[src/elevator_car_controller_core_assert.svh]
// ----------------------------------------------------------------------------
// elevator car controller assertion macros
// concurrent checks that vanish when SYNTH is defined
// ----------------------------------------------------------------------------
`ifndef ELEVATOR_CAR_CONTROLLER_CORE_ASSERT_SVH
`define ELEVATOR_CAR_CONTROLLER_CORE_ASSERT_SVH

`ifndef SYNTH

// same-cycle implication, checked out of reset
`define ECC_ASSERT_NOW(label, clk, rst_n, ante, cons, msg) \
    label: assert property (@(posedge clk) disable iff (!(rst_n)) (ante) |-> (cons)) \
        else $error(msg);

// next-cycle implication, checked out of reset
`define ECC_ASSERT_NEXT(label, clk, rst_n, ante, cons, msg) \
    label: assert property (@(posedge clk) disable iff (!(rst_n)) (ante) |=> (cons)) \
        else $error(msg);

`else

`define ECC_ASSERT_NOW(label, clk, rst_n, ante, cons, msg)
`define ECC_ASSERT_NEXT(label, clk, rst_n, ante, cons, msg)

`endif

`endif

[src/ecc_pkg.sv]
// ----------------------------------------------------------------------------
// ecc_pkg
// shared constants, mode codes and item types of the elevator car controller
// ----------------------------------------------------------------------------
package ecc_pkg;

    // default number of floors served
    localparam int FLOORS_DEF = 4;

    // door timer
    localparam logic [15:0] DOOR_TICKS_RST = 16'd3000;
    localparam logic [15:0] DOOR_CNT_MAX   = 16'hFFFF;

    // car modes
    localparam logic [2:0] M_INIT          = 3'd0;
    localparam logic [2:0] M_IDLE_FLOOR    = 3'd1;
    localparam logic [2:0] M_DRIVE         = 3'd2;
    localparam logic [2:0] M_DOOR          = 3'd3;
    localparam logic [2:0] M_EMERG_FLOOR   = 3'd4;
    localparam logic [2:0] M_EMERG_BETWEEN = 3'd5;
    localparam logic [2:0] M_IDLE_BETWEEN  = 3'd6;

    // travel direction and motor command
    localparam logic [1:0] DIR_STOP = 2'd0;
    localparam logic [1:0] DIR_UP   = 2'd1;
    localparam logic [1:0] DIR_DOWN = 2'd2;

    // button type, also the bit position inside one floor's order group
    localparam logic [1:0] B_CAB  = 2'd0;
    localparam logic [1:0] B_UP   = 2'd1;
    localparam logic [1:0] B_DOWN = 2'd2;

    // one registered input tick
    typedef struct packed {
        logic       stop_pressed;
        logic       at_floor;
        logic [1:0] sensed_floor;
        logic       press_valid;
        logic [1:0] press_button;
        logic [1:0] press_floor;
    } t_in_item;

    // car control state
    typedef struct packed {
        logic [2:0]  mode;
        logic [1:0]  dir;
        logic        mwc;
        logic [15:0] door_cnt;
    } t_car_ctl;

    // one result item
    typedef struct packed {
        logic [1:0]  motor_drive;
        logic        door_lamp;
        logic        stop_lamp;
        logic [1:0]  floor_indicator;
        logic [2:0]  mode;
        logic [11:0] order_lamps;
    } t_out_item;

endpackage

[src/ecc_in_if.sv]
// ----------------------------------------------------------------------------
// ecc_in_if
// input tick channel: stop switch, floor sensor and one button press
// ----------------------------------------------------------------------------
interface ecc_in_if;

    logic       valid;
    logic       ready;
    logic       stop_pressed;
    logic       at_floor;
    logic [1:0] sensed_floor;
    logic       press_valid;
    logic [1:0] press_button;
    logic [1:0] press_floor;

    modport source (
        output valid, stop_pressed, at_floor, sensed_floor,
               press_valid, press_button, press_floor,
        input  ready
    );

    modport sink (
        input  valid, stop_pressed, at_floor, sensed_floor,
               press_valid, press_button, press_floor,
        output ready
    );

endinterface

[src/ecc_out_if.sv]
// ----------------------------------------------------------------------------
// ecc_out_if
// result channel: motor, lamps, floor indicator, mode and order lamps
// ----------------------------------------------------------------------------
interface ecc_out_if;

    logic        valid;
    logic        ready;
    logic [1:0]  motor_drive;
    logic        door_lamp;
    logic        stop_lamp;
    logic [1:0]  floor_indicator;
    logic [2:0]  mode;
    logic [11:0] order_lamps;

    modport source (
        output valid, motor_drive, door_lamp, stop_lamp,
               floor_indicator, mode, order_lamps,
        input  ready
    );

    modport sink (
        input  valid, motor_drive, door_lamp, stop_lamp,
               floor_indicator, mode, order_lamps,
        output ready
    );

endinterface

[src/ecc_in_reg.sv]
// ----------------------------------------------------------------------------
// ecc_in_reg
// input register stage; refills in the cycle its item moves on
// ----------------------------------------------------------------------------
module ecc_in_reg (
    input  logic              i_clk,
    input  logic              i_rst_n,
    ecc_in_if.sink            i_in,
    input  logic              i_adv,
    output logic              o_valid,
    output ecc_pkg::t_in_item o_item
);

    logic              r_valid;
    ecc_pkg::t_in_item r_item;

    // free when empty or when the held item moves on this cycle
    assign i_in.ready = !r_valid || i_adv;

    // occupancy
    always_ff @(posedge i_clk) begin
        if (!i_rst_n) begin
            r_valid <= 1'b0;
        end else if (i_in.ready) begin
            r_valid <= i_in.valid;
        end
    end

    // payload capture on transfer
    always_ff @(posedge i_clk) begin
        if (i_in.valid && i_in.ready) begin
            r_item.stop_pressed <= i_in.stop_pressed;
            r_item.at_floor     <= i_in.at_floor;
            r_item.sensed_floor <= i_in.sensed_floor;
            r_item.press_valid  <= i_in.press_valid;
            r_item.press_button <= i_in.press_button;
            r_item.press_floor  <= i_in.press_floor;
        end
    end

    assign o_valid = r_valid;
    assign o_item  = r_item;

endmodule

[src/ecc_car_step.sv]
// ----------------------------------------------------------------------------
// ecc_car_step
// one tick of the car: order entry, mode step, door timer and result fields
// ----------------------------------------------------------------------------
module ecc_car_step #(
    parameter int  FLOORS = ecc_pkg::FLOORS_DEF,
    localparam int LW     = (FLOORS > 2) ? $clog2(FLOORS) : 1,
    localparam int OW     = 3 * FLOORS
) (
    input  ecc_pkg::t_in_item  i_item,
    input  ecc_pkg::t_car_ctl  i_ctl,
    input  logic [LW-1:0]      i_lf,
    input  logic [OW-1:0]      i_orders,
    input  logic [15:0]        i_door_ticks,
    output ecc_pkg::t_car_ctl  o_ctl,
    output logic [LW-1:0]      o_lf,
    output logic [OW-1:0]      o_orders,
    output ecc_pkg::t_out_item o_res
);

    logic [2:0]          ord [FLOORS];
    logic [FLOORS-1:0]   any_f;
    logic                stop;
    logic                seen;
    logic                press_ok;
    logic [LW-1:0]       sf;
    logic [LW-1:0]       rf;
    logic                rf_any;
    logic                above;
    logic                below;
    logic                above_m1;
    logic                below_p1;
    ecc_pkg::t_car_ctl   c;
    logic [LW-1:0]       lf;
    logic [OW-1:0]       ord_flat;
    logic [OW+11:0]      ord_wide;
    logic [LW+1:0]       lf_wide;

    always_comb begin
        stop = i_item.stop_pressed;
        sf   = LW'(i_item.sensed_floor);
        seen = i_item.at_floor && (int'(i_item.sensed_floor) < FLOORS);

        // button press enters the order bits first
        press_ok = i_item.press_valid && !stop
                && (i_item.press_button <= ecc_pkg::B_DOWN)
                && (int'(i_item.press_floor) < FLOORS)
                && (i_ctl.mode != ecc_pkg::M_INIT)
                && (i_ctl.mode != ecc_pkg::M_EMERG_FLOOR)
                && (i_ctl.mode != ecc_pkg::M_EMERG_BETWEEN);
        for (int g = 0; g < FLOORS; g++) begin
            ord[g] = i_orders[3*g +: 3];
            if (press_ok && (int'(i_item.press_floor) == g)) begin
                case (i_item.press_button)
                    ecc_pkg::B_CAB:  ord[g][ecc_pkg::B_CAB]  = 1'b1;
                    ecc_pkg::B_UP:   ord[g][ecc_pkg::B_UP]   = 1'b1;
                    ecc_pkg::B_DOWN: ord[g][ecc_pkg::B_DOWN] = 1'b1;
                    default: ;
                endcase
            end
        end

        // orders above and below the reference floor
        rf    = (i_ctl.mode == ecc_pkg::M_DRIVE) ? sf : i_lf;
        above = 1'b0;
        below = 1'b0;
        for (int g = 0; g < FLOORS; g++) begin
            any_f[g] = |ord[g];
            if (g > int'(rf)) above = above | any_f[g];
            if (g < int'(rf)) below = below | any_f[g];
        end
        rf_any   = (int'(rf) < FLOORS) ? any_f[rf] : 1'b0;
        above_m1 = above | rf_any;
        below_p1 = below | rf_any;

        // mode step
        c  = i_ctl;
        lf = i_lf;
        case (i_ctl.mode)
            ecc_pkg::M_INIT: begin
                if (seen) begin
                    lf     = sf;
                    c.mode = ecc_pkg::M_IDLE_FLOOR;
                    c.dir  = ecc_pkg::DIR_STOP;
                end
            end
            ecc_pkg::M_IDLE_FLOOR: begin
                if (stop) begin
                    c.mode = ecc_pkg::M_EMERG_FLOOR;
                end else if (ord[lf][ecc_pkg::B_CAB]) begin
                    c.mode = ecc_pkg::M_DOOR;
                    c.door_cnt = '0;
                    c.mwc = 1'b0;
                    ord[lf][ecc_pkg::B_CAB] = 1'b0;
                end else if (ord[lf][ecc_pkg::B_UP]) begin
                    c.mode = ecc_pkg::M_DOOR;
                    c.door_cnt = '0;
                    c.mwc = 1'b0;
                    ord[lf][ecc_pkg::B_UP] = 1'b0;
                end else if (ord[lf][ecc_pkg::B_DOWN]) begin
                    c.mode = ecc_pkg::M_DOOR;
                    c.door_cnt = '0;
                    c.mwc = 1'b0;
                    ord[lf][ecc_pkg::B_DOWN] = 1'b0;
                end else if (2 * int'(lf) + 1 >= FLOORS) begin
                    // upper half prefers going up
                    if (above) begin
                        c.mode = ecc_pkg::M_DRIVE;
                        c.dir  = ecc_pkg::DIR_UP;
                    end else if (below) begin
                        c.mode = ecc_pkg::M_DRIVE;
                        c.dir  = ecc_pkg::DIR_DOWN;
                    end
                end else begin
                    // lower half prefers going down
                    if (below) begin
                        c.mode = ecc_pkg::M_DRIVE;
                        c.dir  = ecc_pkg::DIR_DOWN;
                    end else if (above) begin
                        c.mode = ecc_pkg::M_DRIVE;
                        c.dir  = ecc_pkg::DIR_UP;
                    end
                end
            end
            ecc_pkg::M_DRIVE: begin
                if (stop) begin
                    if (seen) begin
                        lf     = sf;
                        c.mode = ecc_pkg::M_EMERG_FLOOR;
                    end else begin
                        c.mode = ecc_pkg::M_EMERG_BETWEEN;
                    end
                end else if (seen) begin
                    lf = sf;
                    if (i_ctl.dir == ecc_pkg::DIR_UP) begin
                        if (ord[sf][ecc_pkg::B_UP] || ord[sf][ecc_pkg::B_CAB]) begin
                            c.mode = ecc_pkg::M_DOOR;
                            c.door_cnt = '0;
                            c.mwc = 1'b0;
                            ord[sf][ecc_pkg::B_UP]  = 1'b0;
                            ord[sf][ecc_pkg::B_CAB] = 1'b0;
                        end else if (!above && ord[sf][ecc_pkg::B_DOWN]) begin
                            c.mode = ecc_pkg::M_DOOR;
                            c.door_cnt = '0;
                            c.mwc = 1'b0;
                            ord[sf][ecc_pkg::B_DOWN] = 1'b0;
                        end
                    end else if (i_ctl.dir == ecc_pkg::DIR_DOWN) begin
                        if (ord[sf][ecc_pkg::B_DOWN] || ord[sf][ecc_pkg::B_CAB]) begin
                            c.mode = ecc_pkg::M_DOOR;
                            c.door_cnt = '0;
                            c.mwc = 1'b0;
                            ord[sf][ecc_pkg::B_DOWN] = 1'b0;
                            ord[sf][ecc_pkg::B_CAB]  = 1'b0;
                        end else if (!below && ord[sf][ecc_pkg::B_UP]) begin
                            c.mode = ecc_pkg::M_DOOR;
                            c.door_cnt = '0;
                            c.mwc = 1'b0;
                            ord[sf][ecc_pkg::B_UP] = 1'b0;
                        end
                    end
                end
            end
            ecc_pkg::M_DOOR: begin
                if (stop) begin
                    c.mode = ecc_pkg::M_EMERG_FLOOR;
                end else begin
                    // cab button at this floor restarts the timer
                    if (ord[lf][ecc_pkg::B_CAB]) begin
                        ord[lf][ecc_pkg::B_CAB] = 1'b0;
                        c.door_cnt = '0;
                    end
                    // pick the next direction once
                    if (!c.mwc) begin
                        if (above && (c.dir == ecc_pkg::DIR_UP || c.dir == ecc_pkg::DIR_STOP
                                      || !below)) begin
                            c.dir = ecc_pkg::DIR_UP;
                            c.mwc = 1'b1;
                        end else if (below && (c.dir == ecc_pkg::DIR_DOWN
                                               || c.dir == ecc_pkg::DIR_STOP || !above)) begin
                            c.dir = ecc_pkg::DIR_DOWN;
                            c.mwc = 1'b1;
                        end else if (ord[lf][ecc_pkg::B_UP] || ord[lf][ecc_pkg::B_DOWN]) begin
                            ord[lf][ecc_pkg::B_UP]   = 1'b0;
                            ord[lf][ecc_pkg::B_DOWN] = 1'b0;
                            c.door_cnt = '0;
                        end
                    end
                    // hall button matching the chosen direction restarts the timer
                    if (c.mwc) begin
                        if (c.dir == ecc_pkg::DIR_UP && ord[lf][ecc_pkg::B_UP]) begin
                            ord[lf][ecc_pkg::B_UP] = 1'b0;
                            c.door_cnt = '0;
                        end else if (c.dir == ecc_pkg::DIR_DOWN && ord[lf][ecc_pkg::B_DOWN]) begin
                            ord[lf][ecc_pkg::B_DOWN] = 1'b0;
                            c.door_cnt = '0;
                        end
                    end
                    // saturating door timer
                    if (c.door_cnt != ecc_pkg::DOOR_CNT_MAX) begin
                        c.door_cnt = c.door_cnt + 16'd1;
                    end
                    if (c.door_cnt >= i_door_ticks) begin
                        c.door_cnt = '0;
                        if (c.mwc) begin
                            c.mode = ecc_pkg::M_DRIVE;
                        end else begin
                            c.mode = ecc_pkg::M_IDLE_FLOOR;
                            c.dir  = ecc_pkg::DIR_STOP;
                        end
                    end
                end
            end
            ecc_pkg::M_EMERG_FLOOR: begin
                for (int g = 0; g < FLOORS; g++) begin
                    ord[g] = 3'b000;
                end
                if (!stop) begin
                    c.mode = ecc_pkg::M_DOOR;
                    c.door_cnt = '0;
                    c.mwc = 1'b0;
                end
            end
            ecc_pkg::M_EMERG_BETWEEN: begin
                for (int g = 0; g < FLOORS; g++) begin
                    ord[g] = 3'b000;
                end
                if (!stop) begin
                    c.mode = ecc_pkg::M_IDLE_BETWEEN;
                end
            end
            ecc_pkg::M_IDLE_BETWEEN: begin
                if (stop) begin
                    c.mode = ecc_pkg::M_EMERG_BETWEEN;
                end else if (i_ctl.dir == ecc_pkg::DIR_UP) begin
                    if (above) begin
                        c.mode = ecc_pkg::M_DRIVE;
                        c.dir  = ecc_pkg::DIR_UP;
                    end else if (below_p1) begin
                        // reverse: the last floor becomes the one above the car
                        c.mode = ecc_pkg::M_DRIVE;
                        c.dir  = ecc_pkg::DIR_DOWN;
                        if (int'(lf) + 1 < FLOORS) lf = lf + LW'(1);
                    end
                end else if (i_ctl.dir == ecc_pkg::DIR_DOWN) begin
                    if (below) begin
                        c.mode = ecc_pkg::M_DRIVE;
                        c.dir  = ecc_pkg::DIR_DOWN;
                    end else if (above_m1) begin
                        // reverse: the last floor becomes the one below the car
                        c.mode = ecc_pkg::M_DRIVE;
                        c.dir  = ecc_pkg::DIR_UP;
                        if (lf != '0) lf = lf - LW'(1);
                    end
                end
            end
            default: begin
                c.mode = ecc_pkg::M_INIT;
            end
        endcase

        // flatten orders
        for (int g = 0; g < FLOORS; g++) begin
            ord_flat[3*g +: 3] = ord[g];
        end
        ord_wide = {12'b0, ord_flat};
        lf_wide  = {2'b00, lf};

        // next state
        o_ctl    = c;
        o_lf     = lf;
        o_orders = ord_flat;

        // result fields from the state after the tick
        if (c.mode == ecc_pkg::M_DRIVE) begin
            o_res.motor_drive = c.dir;
        end else if (c.mode == ecc_pkg::M_INIT) begin
            o_res.motor_drive = ecc_pkg::DIR_DOWN;
        end else begin
            o_res.motor_drive = ecc_pkg::DIR_STOP;
        end
        o_res.door_lamp = (c.mode == ecc_pkg::M_DOOR) || (c.mode == ecc_pkg::M_EMERG_FLOOR);
        o_res.stop_lamp = (c.mode == ecc_pkg::M_EMERG_FLOOR)
                       || (c.mode == ecc_pkg::M_EMERG_BETWEEN);
        o_res.floor_indicator = lf_wide[1:0];
        o_res.mode            = c.mode;
        o_res.order_lamps     = ord_wide[11:0];
    end

endmodule

[src/elevator_car_controller_core.sv]
// ----------------------------------------------------------------------------
// elevator_car_controller_core
// elevator car controller: order bits, car mode, door timer, motor and lamps
// ----------------------------------------------------------------------------
//  channel   dir  handshake          payload
//  i_in      in   valid / ready      stop, floor sensor, one button press
//  o_out     out  valid / ready      motor, lamps, floor, mode, order lamps
//  i_cfg     in   i_cfg_we           door_open_ticks (16 bit)
//
//  one tick per cycle sustained while o_out is ready; a tick passes the
//  input register, then the car step into the state and result registers
//  the car state loop closes through one pass of short logic each cycle
//  synchronous reset: init descent, no orders, door_open_ticks = 3000
//  a stalled result holds the input stage; both registers refill in the
//  cycle they empty
// ----------------------------------------------------------------------------
`include "elevator_car_controller_core_assert.svh"

module elevator_car_controller_core #(
    parameter int FLOORS = ecc_pkg::FLOORS_DEF
) (
    input  logic        i_clk,
    input  logic        i_rst_n,
    input  logic        i_cfg_we,
    input  logic [15:0] i_cfg_wdata,
    ecc_in_if.sink      i_in,
    ecc_out_if.source   o_out
);

    localparam int LW = (FLOORS > 2) ? $clog2(FLOORS) : 1;
    localparam int OW = 3 * FLOORS;

    logic               in_valid;
    ecc_pkg::t_in_item  in_item;
    logic               adv;

    ecc_pkg::t_car_ctl  r_ctl;
    ecc_pkg::t_car_ctl  n_ctl;
    logic [LW-1:0]      r_lf;
    logic [LW-1:0]      n_lf;
    logic [OW-1:0]      r_orders;
    logic [OW-1:0]      n_orders;
    logic [15:0]        r_door_ticks;
    logic               r_res_valid;
    ecc_pkg::t_out_item r_res;
    ecc_pkg::t_out_item n_res;

    // input register
    ecc_in_reg u_in_reg (
        .i_clk   (i_clk),
        .i_rst_n (i_rst_n),
        .i_in    (i_in),
        .i_adv   (adv),
        .o_valid (in_valid),
        .o_item  (in_item)
    );

    // step the car when the result register can take the item
    assign adv = in_valid && (!r_res_valid || o_out.ready);

    ecc_car_step #(
        .FLOORS (FLOORS)
    ) u_car_step (
        .i_item       (in_item),
        .i_ctl        (r_ctl),
        .i_lf         (r_lf),
        .i_orders     (r_orders),
        .i_door_ticks (r_door_ticks),
        .o_ctl        (n_ctl),
        .o_lf         (n_lf),
        .o_orders     (n_orders),
        .o_res        (n_res)
    );

    // car state, config register and result occupancy
    always_ff @(posedge i_clk) begin
        if (!i_rst_n) begin
            r_ctl.mode     <= ecc_pkg::M_INIT;
            r_ctl.dir      <= ecc_pkg::DIR_STOP;
            r_ctl.mwc      <= 1'b0;
            r_ctl.door_cnt <= '0;
            r_lf           <= '0;
            r_orders       <= '0;
            r_door_ticks   <= ecc_pkg::DOOR_TICKS_RST;
            r_res_valid    <= 1'b0;
        end else begin
            if (adv) begin
                r_ctl    <= n_ctl;
                r_lf     <= n_lf;
                r_orders <= n_orders;
            end
            if (i_cfg_we) begin
                r_door_ticks <= i_cfg_wdata;
            end
            if (adv) begin
                r_res_valid <= 1'b1;
            end else if (o_out.ready) begin
                r_res_valid <= 1'b0;
            end
        end
    end

    // result payload
    always_ff @(posedge i_clk) begin
        if (adv) begin
            r_res <= n_res;
        end
    end

    // output channel
    assign o_out.valid           = r_res_valid;
    assign o_out.motor_drive     = r_res.motor_drive;
    assign o_out.door_lamp       = r_res.door_lamp;
    assign o_out.stop_lamp       = r_res.stop_lamp;
    assign o_out.floor_indicator = r_res.floor_indicator;
    assign o_out.mode            = r_res.mode;
    assign o_out.order_lamps     = r_res.order_lamps;

    // emergency tick with the switch still held leaves no orders
    `ECC_ASSERT_NEXT(a_emerg_clears, i_clk, i_rst_n,
        adv && in_item.stop_pressed && (r_ctl.mode == ecc_pkg::M_EMERG_FLOOR
            || r_ctl.mode == ecc_pkg::M_EMERG_BETWEEN),
        r_orders == '0, "orders left after an emergency tick")

    // driving always has a direction
    `ECC_ASSERT_NOW(a_drive_dir, i_clk, i_rst_n,
        r_ctl.mode == ecc_pkg::M_DRIVE,
        r_ctl.dir == ecc_pkg::DIR_UP || r_ctl.dir == ecc_pkg::DIR_DOWN,
        "drive mode without a direction")

    // a full input stage only takes a transfer when its item moves on
    `ECC_ASSERT_NOW(a_in_no_overrun, i_clk, i_rst_n,
        i_in.valid && i_in.ready && in_valid, adv,
        "input register overwritten")

    // the result mode tracks the stepped car mode
    `ECC_ASSERT_NEXT(a_res_mode, i_clk, i_rst_n,
        adv, r_res_valid && (r_res.mode == r_ctl.mode),
        "result mode differs from car mode")

endmodule

[src/flat_wrapper.sv]
// flat-port wrapper written by rule: the top's interface ports become plain ports
module elevator_car_controller_core_flat 
#(
    parameter int FLOORS = ecc_pkg::FLOORS_DEF
)
  (i_clk, i_rst_n, i_cfg_we, i_cfg_wdata, i_in_valid, i_in_stop_pressed, i_in_at_floor, i_in_sensed_floor, i_in_press_valid, i_in_press_button, i_in_press_floor, i_in_ready, o_out_valid, o_out_motor_drive, o_out_door_lamp, o_out_stop_lamp, o_out_floor_indicator, o_out_mode, o_out_order_lamps, o_out_ready);
  ecc_in_if i_in_i ();
  ecc_out_if o_out_i ();
  input  logic i_clk;
  input  logic i_rst_n;
  input  logic i_cfg_we;
  input  logic [15:0] i_cfg_wdata;
  input wire logic [$bits(i_in_i.valid)-1:0] i_in_valid;
  input wire logic [$bits(i_in_i.stop_pressed)-1:0] i_in_stop_pressed;
  input wire logic [$bits(i_in_i.at_floor)-1:0] i_in_at_floor;
  input wire logic [$bits(i_in_i.sensed_floor)-1:0] i_in_sensed_floor;
  input wire logic [$bits(i_in_i.press_valid)-1:0] i_in_press_valid;
  input wire logic [$bits(i_in_i.press_button)-1:0] i_in_press_button;
  input wire logic [$bits(i_in_i.press_floor)-1:0] i_in_press_floor;
  output wire logic [$bits(i_in_i.ready)-1:0] i_in_ready;
  output wire logic [$bits(o_out_i.valid)-1:0] o_out_valid;
  output wire logic [$bits(o_out_i.motor_drive)-1:0] o_out_motor_drive;
  output wire logic [$bits(o_out_i.door_lamp)-1:0] o_out_door_lamp;
  output wire logic [$bits(o_out_i.stop_lamp)-1:0] o_out_stop_lamp;
  output wire logic [$bits(o_out_i.floor_indicator)-1:0] o_out_floor_indicator;
  output wire logic [$bits(o_out_i.mode)-1:0] o_out_mode;
  output wire logic [$bits(o_out_i.order_lamps)-1:0] o_out_order_lamps;
  input wire logic [$bits(o_out_i.ready)-1:0] o_out_ready;
  assign i_in_i.valid = i_in_valid;
  assign i_in_i.stop_pressed = i_in_stop_pressed;
  assign i_in_i.at_floor = i_in_at_floor;
  assign i_in_i.sensed_floor = i_in_sensed_floor;
  assign i_in_i.press_valid = i_in_press_valid;
  assign i_in_i.press_button = i_in_press_button;
  assign i_in_i.press_floor = i_in_press_floor;
  assign i_in_ready = i_in_i.ready;
  assign o_out_valid = o_out_i.valid;
  assign o_out_motor_drive = o_out_i.motor_drive;
  assign o_out_door_lamp = o_out_i.door_lamp;
  assign o_out_stop_lamp = o_out_i.stop_lamp;
  assign o_out_floor_indicator = o_out_i.floor_indicator;
  assign o_out_mode = o_out_i.mode;
  assign o_out_order_lamps = o_out_i.order_lamps;
  assign o_out_i.ready = o_out_ready;
  elevator_car_controller_core #(.FLOORS(FLOORS)) u_core (.i_clk(i_clk), .i_rst_n(i_rst_n), .i_cfg_we(i_cfg_we), .i_cfg_wdata(i_cfg_wdata), .i_in(i_in_i), .o_out(o_out_i));
endmodule
[config.mk]
export PLATFORM = sky130hd
export DESIGN_NAME = elevator_car_controller_core_flat
export DESIGN_NICKNAME = d
export VERILOG_FILES = /design/src/ecc_pkg.sv /design/src/ecc_in_if.sv /design/src/ecc_out_if.sv /design/src/ecc_in_reg.sv /design/src/ecc_car_step.sv /design/src/elevator_car_controller_core.sv /design/src/flat_wrapper.sv
export VERILOG_INCLUDE_DIRS = /design/src /design/src/src
export SDC_FILE = /design/constraint.sdc
export NUM_CORES = 1
export LEC_CHECK = 0
export BUFFER_PORTS_ARGS = -buffer_cell sky130_fd_sc_hd__buf_2
export CORE_AREA = 2 2 101 103
export DETAILED_ROUTE_END_ITERATION = 8
export DIE_AREA = 0 0 103 105
export PLACE_DENSITY = 0.81
export SYNTH_ARGS = -nofsm -noshare
export SYNTH_HDL_FRONTEND = slang
export SYNTH_SLANG_ARGS = --single-unit
[constraint.sdc]
create_clock -name i_clk -period 15.23 [get_ports i_clk]
set_input_delay 1.523 -clock i_clk [delete_from_list [all_inputs] [get_ports i_clk]]
set_output_delay 1.523 -clock i_clk [all_outputs]
set_load 0.02 [all_outputs]
==> metrics.txt, run 1 <==
ys flop type dfxtp_1; Vias 5718; cts hold-fix bufs 0; cell count after synthesis 681; Die ar. ~11000 um^2; CTS Buf Count 9; IR drop worst, VDD 0.0701 mV; Die Span X 103 um; CP required 15520 ps; worst min path class reg2reg; initial antenna violation count 0; RR Startpoint u_core.r_ctl[20]; power share of the clock group 32.5%; core area between 9000 and 10000 um^2; FFs w/ async S/R, synth 0%; CTS tree done; post-synthesis sequential area ratio between 30% and 40%; Post-synth EDFFs 30; cell area power density between 70 and 80 nW/um^2; DRT Wirelength 17.4 mm; final hold vios 0; DRT Pass-1 Iters 8; Worst Setup End Kind flop; Worst Hold Depth 2; mapped cell area ~5700 um^2; leading area contributor after synthesis dfxtp_1; register-to-register setup slack between 6000 and 7000 ps; average wire per standard cell 20.6 um; Routed Antenna Nets 0; total track usage about a third; Worst slew margin around 16%; Max Cap Viol 0; Worst Skew ~11 ps; Setup Buffers After CTS 0; Reg clk slew, reported paths about 100 ps; Slew Limit Fails 0; unique cell type count in the Yosys netlist 70; fmax ~0.11 GHz; Internal Pwr Total approximately 330 uW; routability cong. 1.07; Mapped Nets ~730; Yosys warnings 0; diode count 0; cts repair resizes 0; syn avg cell area between 8 and 9 um^2; layout cells sized above 1 approximately 14%; Max FO, Critical Path 23; synth top area cells dfxtp_1, edfxtp_1, nor2_1; #FFs+latches synth 84; crit path time final about 9000 ps; switching fraction of total power between 30% and 40%; number of port buffers 52; DRC 0; gr ovfl total 0; area delta synth->final 8.46%; clk root buf clkbuf_8; status finished clean; crit path DAT 9100 ps; row count 36; share of total power in sequential cells between 50 and 60%; hold endpoint u_core.r_door_ticks[4]; critical path class reg2reg; die height 105 um; vias per cell ~6.8; First DRT Iteration DRCs about 540; Hold Startpoint u_core.r_door_ticks[4]; worst reg2reg path depth 27; period utilization 57.9%; clock sinks 84; TNS Setup 0 ps; DPL Wire Length 12.7 mm; Clk Latency, worst-skew pair between 300 and 400 ps; combinational share of power around 17%; Ports 53; Starting Density 59.2%; Worst setup SP type flop; vias in the first global route approximately 5400; Psw between 150 and 200 uW; Synth top area share a little under a fifth; clock tree buffer depth 2; Worst-Margin Slew 1260 ps; first-pass GRT wire length 28.0 mm; H-tree Lvls 3; RSZ-0062 raised after global routing no; worst reg2reg path endpoint u_core.r_ctl[15]; final core occ between 60 and 70%; Lkg Pwr 0.00242 uW; fin nets roughly 750; pin count of the biggest net entering global routing 34; # setup viols final 0
==> sequential cells by signal (all words and copies together) (netlist names) <==
signal	count
u_core.r_orders	12
u_core.r_ctl	22
u_core.o_out.order_lamps	12
u_core.o_out.mode	3
u_core.o_out.motor_drive	2
u_core.r_lf	2
u_core.r_door_ticks	16
u_core.o_out.floor_indicator	2
u_core.o_out.door_lamp	1
u_core.o_out.stop_lamp	1
u_core.u_in_reg.o_valid	1
u_core.o_out.valid	1
u_core.u_in_reg.o_item	9
==> power by group through the flow <==
stage	Sequential, uW	Clock, uW	Combinational, uW
2_1_floorplan	253	0	58.1
4_1_cts	249	162	80.8
3_5_place_dp	254	0	80.4
6_report	249	160	83.1
3_3_place_gp	254	0	79.1
5_1_grt	250	172	90.2
==> synth_stat cells (all sizes together), types with 7 or more instances <==
| cell type | number |
|---|---|
| dfxtp | 54 |
| o211ai | 11 |
| inv | 34 |
| o21ai | 28 |
| nand3 | 30 |
| a211oi | 9 |
| a21o | 7 |
| xor2 | 7 |
| edfxtp | 30 |
| a31oi | 34 |
| and2 | 12 |
| ha | 17 |
| nand2 | 52 |
| buf | 9 |
| o22ai | 7 |
| and3 | 7 |
| mux2i | 22 |
| a311o | 8 |
| o2111ai | 7 |
| nand4 | 8 |
| nor2 | 81 |
| nor3 | 19 |
| a21oi | 35 |
| o31ai | 11 |
| clkbuf | 34 |
| nor2b | 13 |
==> cells in the final DEF, fill, tap and decap left out, drive strengths merged, types with 6 or more instances in the layout <==
cell type,n
a21o,7
and2,12
nand2,52
clkbuf,9
inv,38
a211oi,9
o21ai,28
o2111ai,7
a22oi,6
o31ai,11
nor3,19
o22ai,7
a21oi,35
xor2,7
a31oi,34
nand3,30
nor2b,13
dfxtp,54
or4,6
nor2,81
ha,17
a311o,8
edfxtp,30
nand4,8
buf,58
o211ai,11
mux2i,22
and3,7
mux2,6
==> worst max-delay path by stage <==
stage                           startpoint                           to  slack, ps  cells past startpoint
after floorplan           u_core.r_ctl[20]  u_core.o_out.motor_drive[1]       8330                     30
after CTS                 u_core.r_ctl[20]              u_core.r_ctl[2]       6620                     27
after detailed placement  u_core.r_ctl[20]              u_core.r_ctl[2]       6670                     26
final                     u_core.r_ctl[20]             u_core.r_ctl[15]       6420                     27
after global routing      u_core.r_ctl[20]              u_core.r_ctl[2]       5610                     26
after global placement    u_core.r_ctl[20]              u_core.r_ctl[2]       6920                     27
==> worst max-delay path, cell delays in order, from the launching register on <==
cell	delay [ps]
dfxtp_1	910
nor3b_4	660
mux2i_1	380
a211oi_1	150
or3_1	540
o22a_1	300
nor2_1	340
mux2i_1	230
buf_4	240
and2_1	150
ha_1	250
nand4_1	140
nor2_1	330
nor2b_1	150
and2_1	250
nand3_1	150
xor2_1	180
nor2_1	60
ha_1	200
a21o_1	150
a21oi_1	140
o21ai_0	100
a311o_1	290
a221oi_1	510
nand4_1	390
nor2_1	1090
a31oi_1	190
mux2i_1	220
==> metrics by stage <==
stage | area (um^2) | power (uW) | std cells | setup slack, ps | hold WS (ps)
2_1_floorplan | 5710 | 311 | 681 | 8330 | 448
3_3_place_gp | 5990 | 333 | 829 | 6920 | 462
3_5_place_dp | 5990 | 334 | 829 | 6670 | 477
4_1_cts | 6190 | 492 | 845 | 6620 | 496
5_1_grt | 6190 | 513 | 845 | 5610 | 507
6_report | 6190 | 492 | 845 | 6420 | 494
==> kinds of logic after synthesis <==
logic type	Yosys count	synth area share, %
compound gates	210	26.0
buf+inv	78	5.57
simple gates	248	21.1
xor+xnor	11	1.69
flops	84	34.7
mux	33	7.21
fa+ha+maj	17	3.73
==> metal layers <==
metal	vias to the layer above	GRT usage, %	routed length (um)
met2	380	49.4	7660
met1	2625	45.3	7130
li1	2644	-	-
met3	69	8.76	1950
met5	-	0	0
met4	0	14.1	629
==> final cells by class <==
type	count	area, um^2
Fill cell	871	3450
Tap cell	133	166
Multi-Input combinational cell	519	3410
Inverter	35	131
Clock inverter	7	73.8
Timing Repair Buffer	58	305
Sequential cell	84	1980
Clock buffer	9	124
No activity file was read; power rests on OpenSTA's default activity.
==> run 2, diff against run 1 <==
==> constraint.sdc (replaced) <==
create_clock -name i_clk -period 8.2 [get_ports i_clk]
set_input_delay 0.82 -clock i_clk [delete_from_list [all_inputs] [get_ports i_clk]]
set_output_delay 0.82 -clock i_clk [all_outputs]
set_load 0.02 [all_outputs]
==> run 2 against run 1 <==
  * Utilization increased by 0.31 points
  * Critical path type unchanged
  * Register-to-register slack got worse by 5800 ps
  * Count of clock-buffer cells in the layout stayed put
  * Maximum frequency increased by 16%
  * Wire length rose by 4.4%
  * Critical path depth grew 2
  * Flip-flop and latch count did not move
  * Sequential share of layout area decreased by 0.15 points
  * Clock skew up 2.1 ps
==> metrics.txt, run 2 (same netlist as run 1, synthesis figures left out) <==
status finished clean (unchanged); worst setup margin 613 ps (was 6420 ps); worst reg2reg path depth 29 (was 27); Starting Density 59.2% (unchanged); critical path class reg2reg (unchanged); clock sinks 84 (unchanged); crit path DAT 7890 ps (was 9100 ps); RSZ-0062 raised after global routing no (unchanged); CP required 8500 ps (was 15520 ps); layout cells sized above 1 14.5% (was 13.8%); cell area power density 147 nW/um^2 (was 79.5 nW/um^2); crit path time final 7590 ps (was 8810 ps); fmax 0.132 GHz (was 0.113 GHz); Worst setup SP type flop (unchanged); average wire per standard cell 21.3 um (was 20.6 um); Lkg Pwr 0.00244 uW (was 0.00242 uW); Worst Hold Depth 2 (unchanged); clock tree buffer depth 2 (unchanged); DPL Wire Length 13.4 mm (was 12.7 mm); Worst slew margin 20.6% (was 15.6%); TNS Setup 0 ps (unchanged); Slew Limit Fails 0 (unchanged); CP dominant cell by count nor2_1 (unchanged); H-tree Lvls 3 (unchanged); clk root buf clkbuf_8 (unchanged); pre-CTS WS 515 ps (was 6670 ps); commonest non-fill, non-tap cell in the layout nor2_1 (unchanged); die height 105 um (unchanged); core area 9640 um^2 (unchanged); initial antenna violation count 0 (unchanged); routability cong. 1.07 (about the same); RR Startpoint u_core.r_ctl[21] (was u_core.r_ctl[20]); total track usage 34.2% (was 33.2%); Ports 53 (unchanged); # setup viols final 0 (unchanged); Worst-Margin Slew 1190 ps (was 1260 ps); CTS tree done (unchanged); Vias 5781 (was 5718); DRC 0 (unchanged); Max FO, Critical Path 24 (was 23); Hold Startpoint u_core.r_orders[10] (was u_core.r_door_ticks[4]); largest registers u_core.r_ctl (22), u_core.r_door_ticks (16) (unchanged); first-pass GRT wire length 28.7 mm (was 28.0 mm); vias in the first global route 5519 (was 5422); final hold vios 0 (unchanged); Routed Antenna Nets 0 (unchanged); Worst Setup End Kind flop (unchanged); Clk Latency, worst-skew pair 390 ps (was 380 ps); Worst Setup SP u_core.r_ctl[21] (was u_core.r_ctl[20]); DRT Wirelength 18.1 mm (was 17.4 mm); First DRT Iteration DRCs 488 (was 543); max FFs per register 22 (unchanged); Worst Skew 13.6 ps (was 11.5 ps); Reg clk slew, reported paths 90 ps (was 100 ps); fin nets 759 (was 754); vias per cell 6.80 (was 6.77); Biggest register u_core.r_ctl (unchanged); gr ovfl total 0 (unchanged); Largest stage delay, worst path 510 ps (was 1090 ps); diode count 0 (unchanged); number of port buffers 52 (unchanged); period utilization 92.5% (was 57.9%); DRT Pass-1 Iters 5 (was 8); Die Span X 103 um (unchanged); Max Cap Viol 0 (unchanged); pin count of the biggest net entering global routing 46 (was 34); worst min path class reg2reg (unchanged); area delta synth->final 8.99% (was 8.46%); IR drop worst, VDD 0.109 mV (was 0.0701 mV); row count 36 (unchanged); Worst path slowest cell a211oi_1 (was nor2_1); Die ar. 10800 um^2 (unchanged); most frequent cells in the layout nor2_1, dfxtp_1, nand2_1, buf_2, a21oi_1 (unchanged); CTS Buf Count 9 (unchanged)
==> run 2: area by class of cell <==
cell class / instances / area, um^2
Tap cell: 133 / 166
Sequential cell: 84 / 1980
Fill cell: 850 / 3420
Inverter: 35 / 131
Clock inverter: 7 / 60.1
Multi-Input combinational cell: 519 / 3420
Clock buffer: 9 / 124
Timing Repair Buffer: 63 / 343
==> run 2: worst paths after layout <==
kind | endpoint | slack (ps)
max | u_core.r_ctl[2] | 610
min reg2reg | u_core.r_orders[10] | 490
max reg2reg | u_core.r_ctl[2] | 610
min | u_core.r_orders[10] | 490
==> run 2: what timing repair did <==
| action | CTS | global route |
|---|---|---|
| hold buffers | 0 | 0 |
| buffers inserted | 0 | 1 |
| setup endpoints to repair | 0 | 6 |
| gates resized for setup | 0 | 1 |
==> run 2: stage by stage <==
stage          total power, uW  cell area [um^2]  hold slack [ps]  util (%)  std cells
2_1_floorplan              577              5710              448         -        681
3_3_place_gp               621              6020              464      62.5        833
3_5_place_dp               624              6020              476      62.5        833
4_1_cts                    910              6210              488      64.4        849
5_1_grt                    946              6220              528      64.6        850
6_report                   914              6220              489      64.6        850
==> run 2: report_power, final <==
part	switching, uW	total [uW]	internal (uW)
clock	177	293	117
combinational	106	159	52.5
sequential	14.4	461	447
==> run 2: per-layer routing <==
layer	GRT usage (%)	wire length, um
met1	47.4	7690
met2	52.1	8360
met3	6.89	1600
met4	13.1	493
met5	0	0
==> run 2: critical path, delay by kind of cell, from the launching register on <==
kind	cells	cell delay (ps)
AO/OA/AOI/OAI	9	2080
XOR/XNOR	1	170
adder cells (fa/ha/maj)	2	500
buffers and inverters	3	680
flip-flops	1	380
multiplexers	2	800
AND/OR/NAND/NOR	12	2910
==> run 3, diff against run 2 <==
--- a/config.mk
+++ b/config.mk
@@ -7,10 +7,11 @@
 export NUM_CORES = 1
 export LEC_CHECK = 0
 export BUFFER_PORTS_ARGS = -buffer_cell sky130_fd_sc_hd__buf_2
-export CORE_AREA = 2 2 101 103
+export CORE_AREA = 2 2 106 108
 export DETAILED_ROUTE_END_ITERATION = 8
-export DIE_AREA = 0 0 103 105
+export DIE_AREA = 0 0 108 110
 export PLACE_DENSITY = 0.81
 export SYNTH_ARGS = -nofsm -noshare
 export SYNTH_HDL_FRONTEND = slang
+export SYNTH_HIERARCHICAL = 1
 export SYNTH_SLANG_ARGS = --single-unit
==> constraint.sdc (replaced) <==
create_clock -name i_clk -period 8 [get_ports i_clk]
set_input_delay 0.8 -clock i_clk [delete_from_list [all_inputs] [get_ports i_clk]]
set_output_delay 0.8 -clock i_clk [all_outputs]
set_load 0.02 [all_outputs]
==> run 3 against run 2 <==
  * Register-to-register slack worse by 120 ps
  * Flip-flop and latch count stayed put
  * Wire length is 5.4% lower
  * Cell count is 6.8% higher
  * Highest routed layer unchanged
  * Largest cell class unchanged
==> metrics.txt, run 3 <==
status finished clean (unchanged); clk root buf clkbuf_8 (unchanged); Yosys warnings 6 (was 0); Starting Density 59.0% (was 59.2%); number of port buffers 52 (unchanged); Max FO, Critical Path 20 (was 24); final total power 937 uW (was 914 uW); DRT Wirelength 17.2 mm (was 18.1 mm); Ports 53 (unchanged); vias per cell 6.48 (was 6.80); period utilization 93.9% (was 92.5%); unique cell type count in the Yosys netlist 83 (was 70); DPL Wire Length 12.6 mm (was 13.4 mm); Biggest register u_core/r_ctl (was u_core.r_ctl); DRT Pass-1 Iters 5 (unchanged); Worst slew margin 39.2% (was 20.6%); most frequent cell after synthesis nand2_1 (was nor2_1); Mapped Nets 793 (was 728); H-tree Lvls 3 (unchanged); Worst Setup SP u_core/r_ctl[21] (was u_core.r_ctl[21]); commonest non-fill, non-tap cell in the layout nand2_1 (was nor2_1); routability cong. 0.966 (was 1.07); worst path bufs/invs 2 (was 3); critical path endpoint u_core/o_out.motor_drive[1] (was u_core.r_ctl[2]); cell count after synthesis 746 (was 681); die height 110 um (was 105 um); first-pass GRT wire length 27.3 mm (was 28.7 mm); GR met3 Demand/Resource 7.35% (was 6.89%); #FFs+latches synth 84 (unchanged); # setup viols final 0 (unchanged); Max Cap Viol 0 (unchanged); Die ar. 11900 um^2 (was 10800 um^2); fin nets 810 (was 759); row count 38 (was 36); cts repair resizes 0 (unchanged); total track usage 29.6% (was 34.2%); largest registers u_core/r_ctl (22), u_core/r_door_ticks (16) (was u_core.r_ctl (22), u_core.r_door_ticks (16)); DRC 0 (unchanged); pin count of the biggest net entering global routing 66 (was 46); register-to-register setup slack 490 ps (was 610 ps); vias in the first global route 5382 (was 5519); critical path class reg2reg (unchanged); synth top area cells dfxtp_1, edfxtp_1, mux2i_1 (was dfxtp_1, edfxtp_1, nor2_1); Setup Buffers After CTS 0 (unchanged); Hold Startpoint u_core/r_door_ticks[4] (was u_core.r_orders[10]); initial antenna violation count 0 (unchanged); diode count 0 (unchanged); cts hold-fix bufs 0 (unchanged); post-synthesis sequential area ratio 31.4% (was 34.7%); Slew Limit Fails 0 (unchanged); RR Startpoint u_core/r_ctl[21] (was u_core.r_ctl[21]); max FFs per register 22 (unchanged); layout cells sized above 1 15.2% (was 14.5%); First DRT Iteration DRCs 663 (was 488); CTS tree done (unchanged); mapped cell area 6310 um^2 (was 5710 um^2); Worst Setup End Kind flop (unchanged); CP delay by family, top simple AND/OR/NAND/NOR gates (unchanged); crit path time final 7510 ps (was 7590 ps); gr ovfl total 0 (unchanged); most frequent cells in the layout nand2_1, mux2i_1, dfxtp_1 (was nor2_1, dfxtp_1, nand2_1, buf_2, a21oi_1); worst min path class reg2reg (unchanged); Worst path slowest cell nor4_1 (was a211oi_1); core area 10700 um^2 (was 9640 um^2); average wire per standard cell 18.9 um (was 21.3 um); Largest stage delay, worst path 650 ps (was 510 ps); Synth top area share 17.1% (was 18.9%); RSZ-0062 raised after global routing no (unchanged); CTS Buf Count 9 (unchanged); Worst setup SP type flop (unchanged); Commonest cells post-synth nand2_1, dfxtp_1, mux2i_1 (was nor2_1, dfxtp_1, nand2_1); clock tree buffer depth 2 (unchanged); TNS Setup 0 ps (unchanged); area delta synth->final 5.99% (was 8.99%); Post-synth EDFFs 30 (unchanged); CP dominant cell by count and3_1 (was nor2_1); GR Util met1 41.9% (was 47.4%); final hold vios 0 (unchanged); fmax 0.133 GHz (was 0.132 GHz); Lkg Pwr 0.00260 uW (was 0.00244 uW); Routed Antenna Nets 0 (unchanged); Worst-Margin Slew 913 ps (was 1190 ps); CP required 8180 ps (was 8500 ps); FFs w/ async S/R, synth 0% (unchanged); WHS 479 ps (was 489 ps); clock sinks 84 (unchanged); ys flop type dfxtp_1 (unchanged); Die Span X 108 um (was 103 um); Reg clk slew, reported paths 80 ps (was 90 ps); worst reg2reg path endpoint u_core/o_out.motor_drive[1] (was u_core.r_ctl[2]); Global Route met2 Usage 44.2% (was 52.1%); Clk Latency, worst-skew pair 360 ps (was 390 ps); syn avg cell area 8.46 um^2 (was 8.38 um^2); Worst Skew 6.06 ps (was 13.6 ps); leading area contributor after synthesis dfxtp_1 (unchanged); cell area power density 140 nW/um^2 (was 147 nW/um^2); Most Crowded Layer GR met2 (unchanged); Vias 5880 (was 5781); worst reg2reg path depth 28 (was 29); crit path DAT 7690 ps (was 7890 ps); IR drop worst, VDD 0.120 mV (was 0.109 mV); Worst path depth 28 (was 29)
run 3: cell types whose count changed after synthesis, sizes merged, moves of 7 or more:
cell | before | now
nor3 | 19 | 10
nor2b | 13 | 25
mux2i | 22 | 54
nor2 | 81 | 35
o21ai | 28 | 48
a311o | 8 | 0
inv | 34 | 25
nand2 | 52 | 126
buf | 9 | 37
and2 | 12 | 5
clkbuf | 34 | 26
run 3: where the power goes:
part	leakage [uW]	switching, uW	internal (uW)
clock network	0.000109	158	175
logic	0.00176	85.4	47.8
registers	0.000728	12.4	458
run 3: cell type report:
| class | instances | area, um^2 |
|---|---|---|
| Multi-Input combinational cell | 571 | 3820 |
| Clock buffer | 9 | 124 |
| Tap cell | 140 | 175 |
| Inverter | 28 | 105 |
| Fill cell | 957 | 4010 |
| Clock inverter | 7 | 90.1 |
| Sequential cell | 84 | 1980 |
| Timing Repair Buffer | 69 | 388 |
run 3: worst min-delay path by stage:
stage                             end  slack [ps]  depth (start not counted)
6_report       u_core/r_door_ticks[4]         480                          2
5_1_grt            u_core/r_orders[4]         510                          2
4_1_cts        u_core/r_door_ticks[3]         480                          2
3_5_place_dp   u_core/r_door_ticks[3]         460                          2
3_3_place_gp   u_core/r_door_ticks[5]         460                          2
2_1_floorplan        u_core/r_ctl[18]         430                          2
run 3: stage by stage:
| step | setup WS [ps] | area [um^2] | std cells | utilization (%) |
|---|---|---|---|---|
| finish | 488 | 6690 | 908 | 62.5 |
| global route | 56.1 | 6690 | 908 | 62.5 |
| CTS | 514 | 6680 | 908 | 62.5 |
| detailed placement | 567 | 6470 | 892 | 60.5 |
| global placement | 686 | 6470 | 892 | 60.5 |
| floorplan | 1290 | 6310 | 746 | - |
run 3: logic make-up (layout without fill, tap and decap cells):
kind of cell / Yosys count / count (layout) / share of synthesized area [%]
simple gates: 281 / 281 / 21.9
buf+inv: 91 / 113 / 8.17
xor+xnor: 14 / 14 / 1.94
compound gates: 196 / 196 / 21.8
flops: 84 / 84 / 31.4
mux: 63 / 63 / 11.4
fa+ha+maj: 17 / 17 / 3.37
run 3: metal layers:
| layer | share of wire [%] | wire length, um | up-vias |
|---|---|---|---|
| li1 | - | - | 2778 |
| met2 | 45 | 7670 | 289 |
| met3 | 8.8 | 1510 | 37 |
| met4 | 2.1 | 365 | 0 |
| met1 | 44 | 7610 | 2776 |
| met5 | 0 | 0 | - |
run 3: worst reg2reg max path: cells and delay by family (launching register included):
family | cells | cell delay (ps)
buf+inv | 2 | 450
xor+xnor | 1 | 170
fa+ha+maj | 2 | 550
mux | 1 | 400
flops | 1 | 350
compound gates | 7 | 1960
simple gates | 15 | 3450
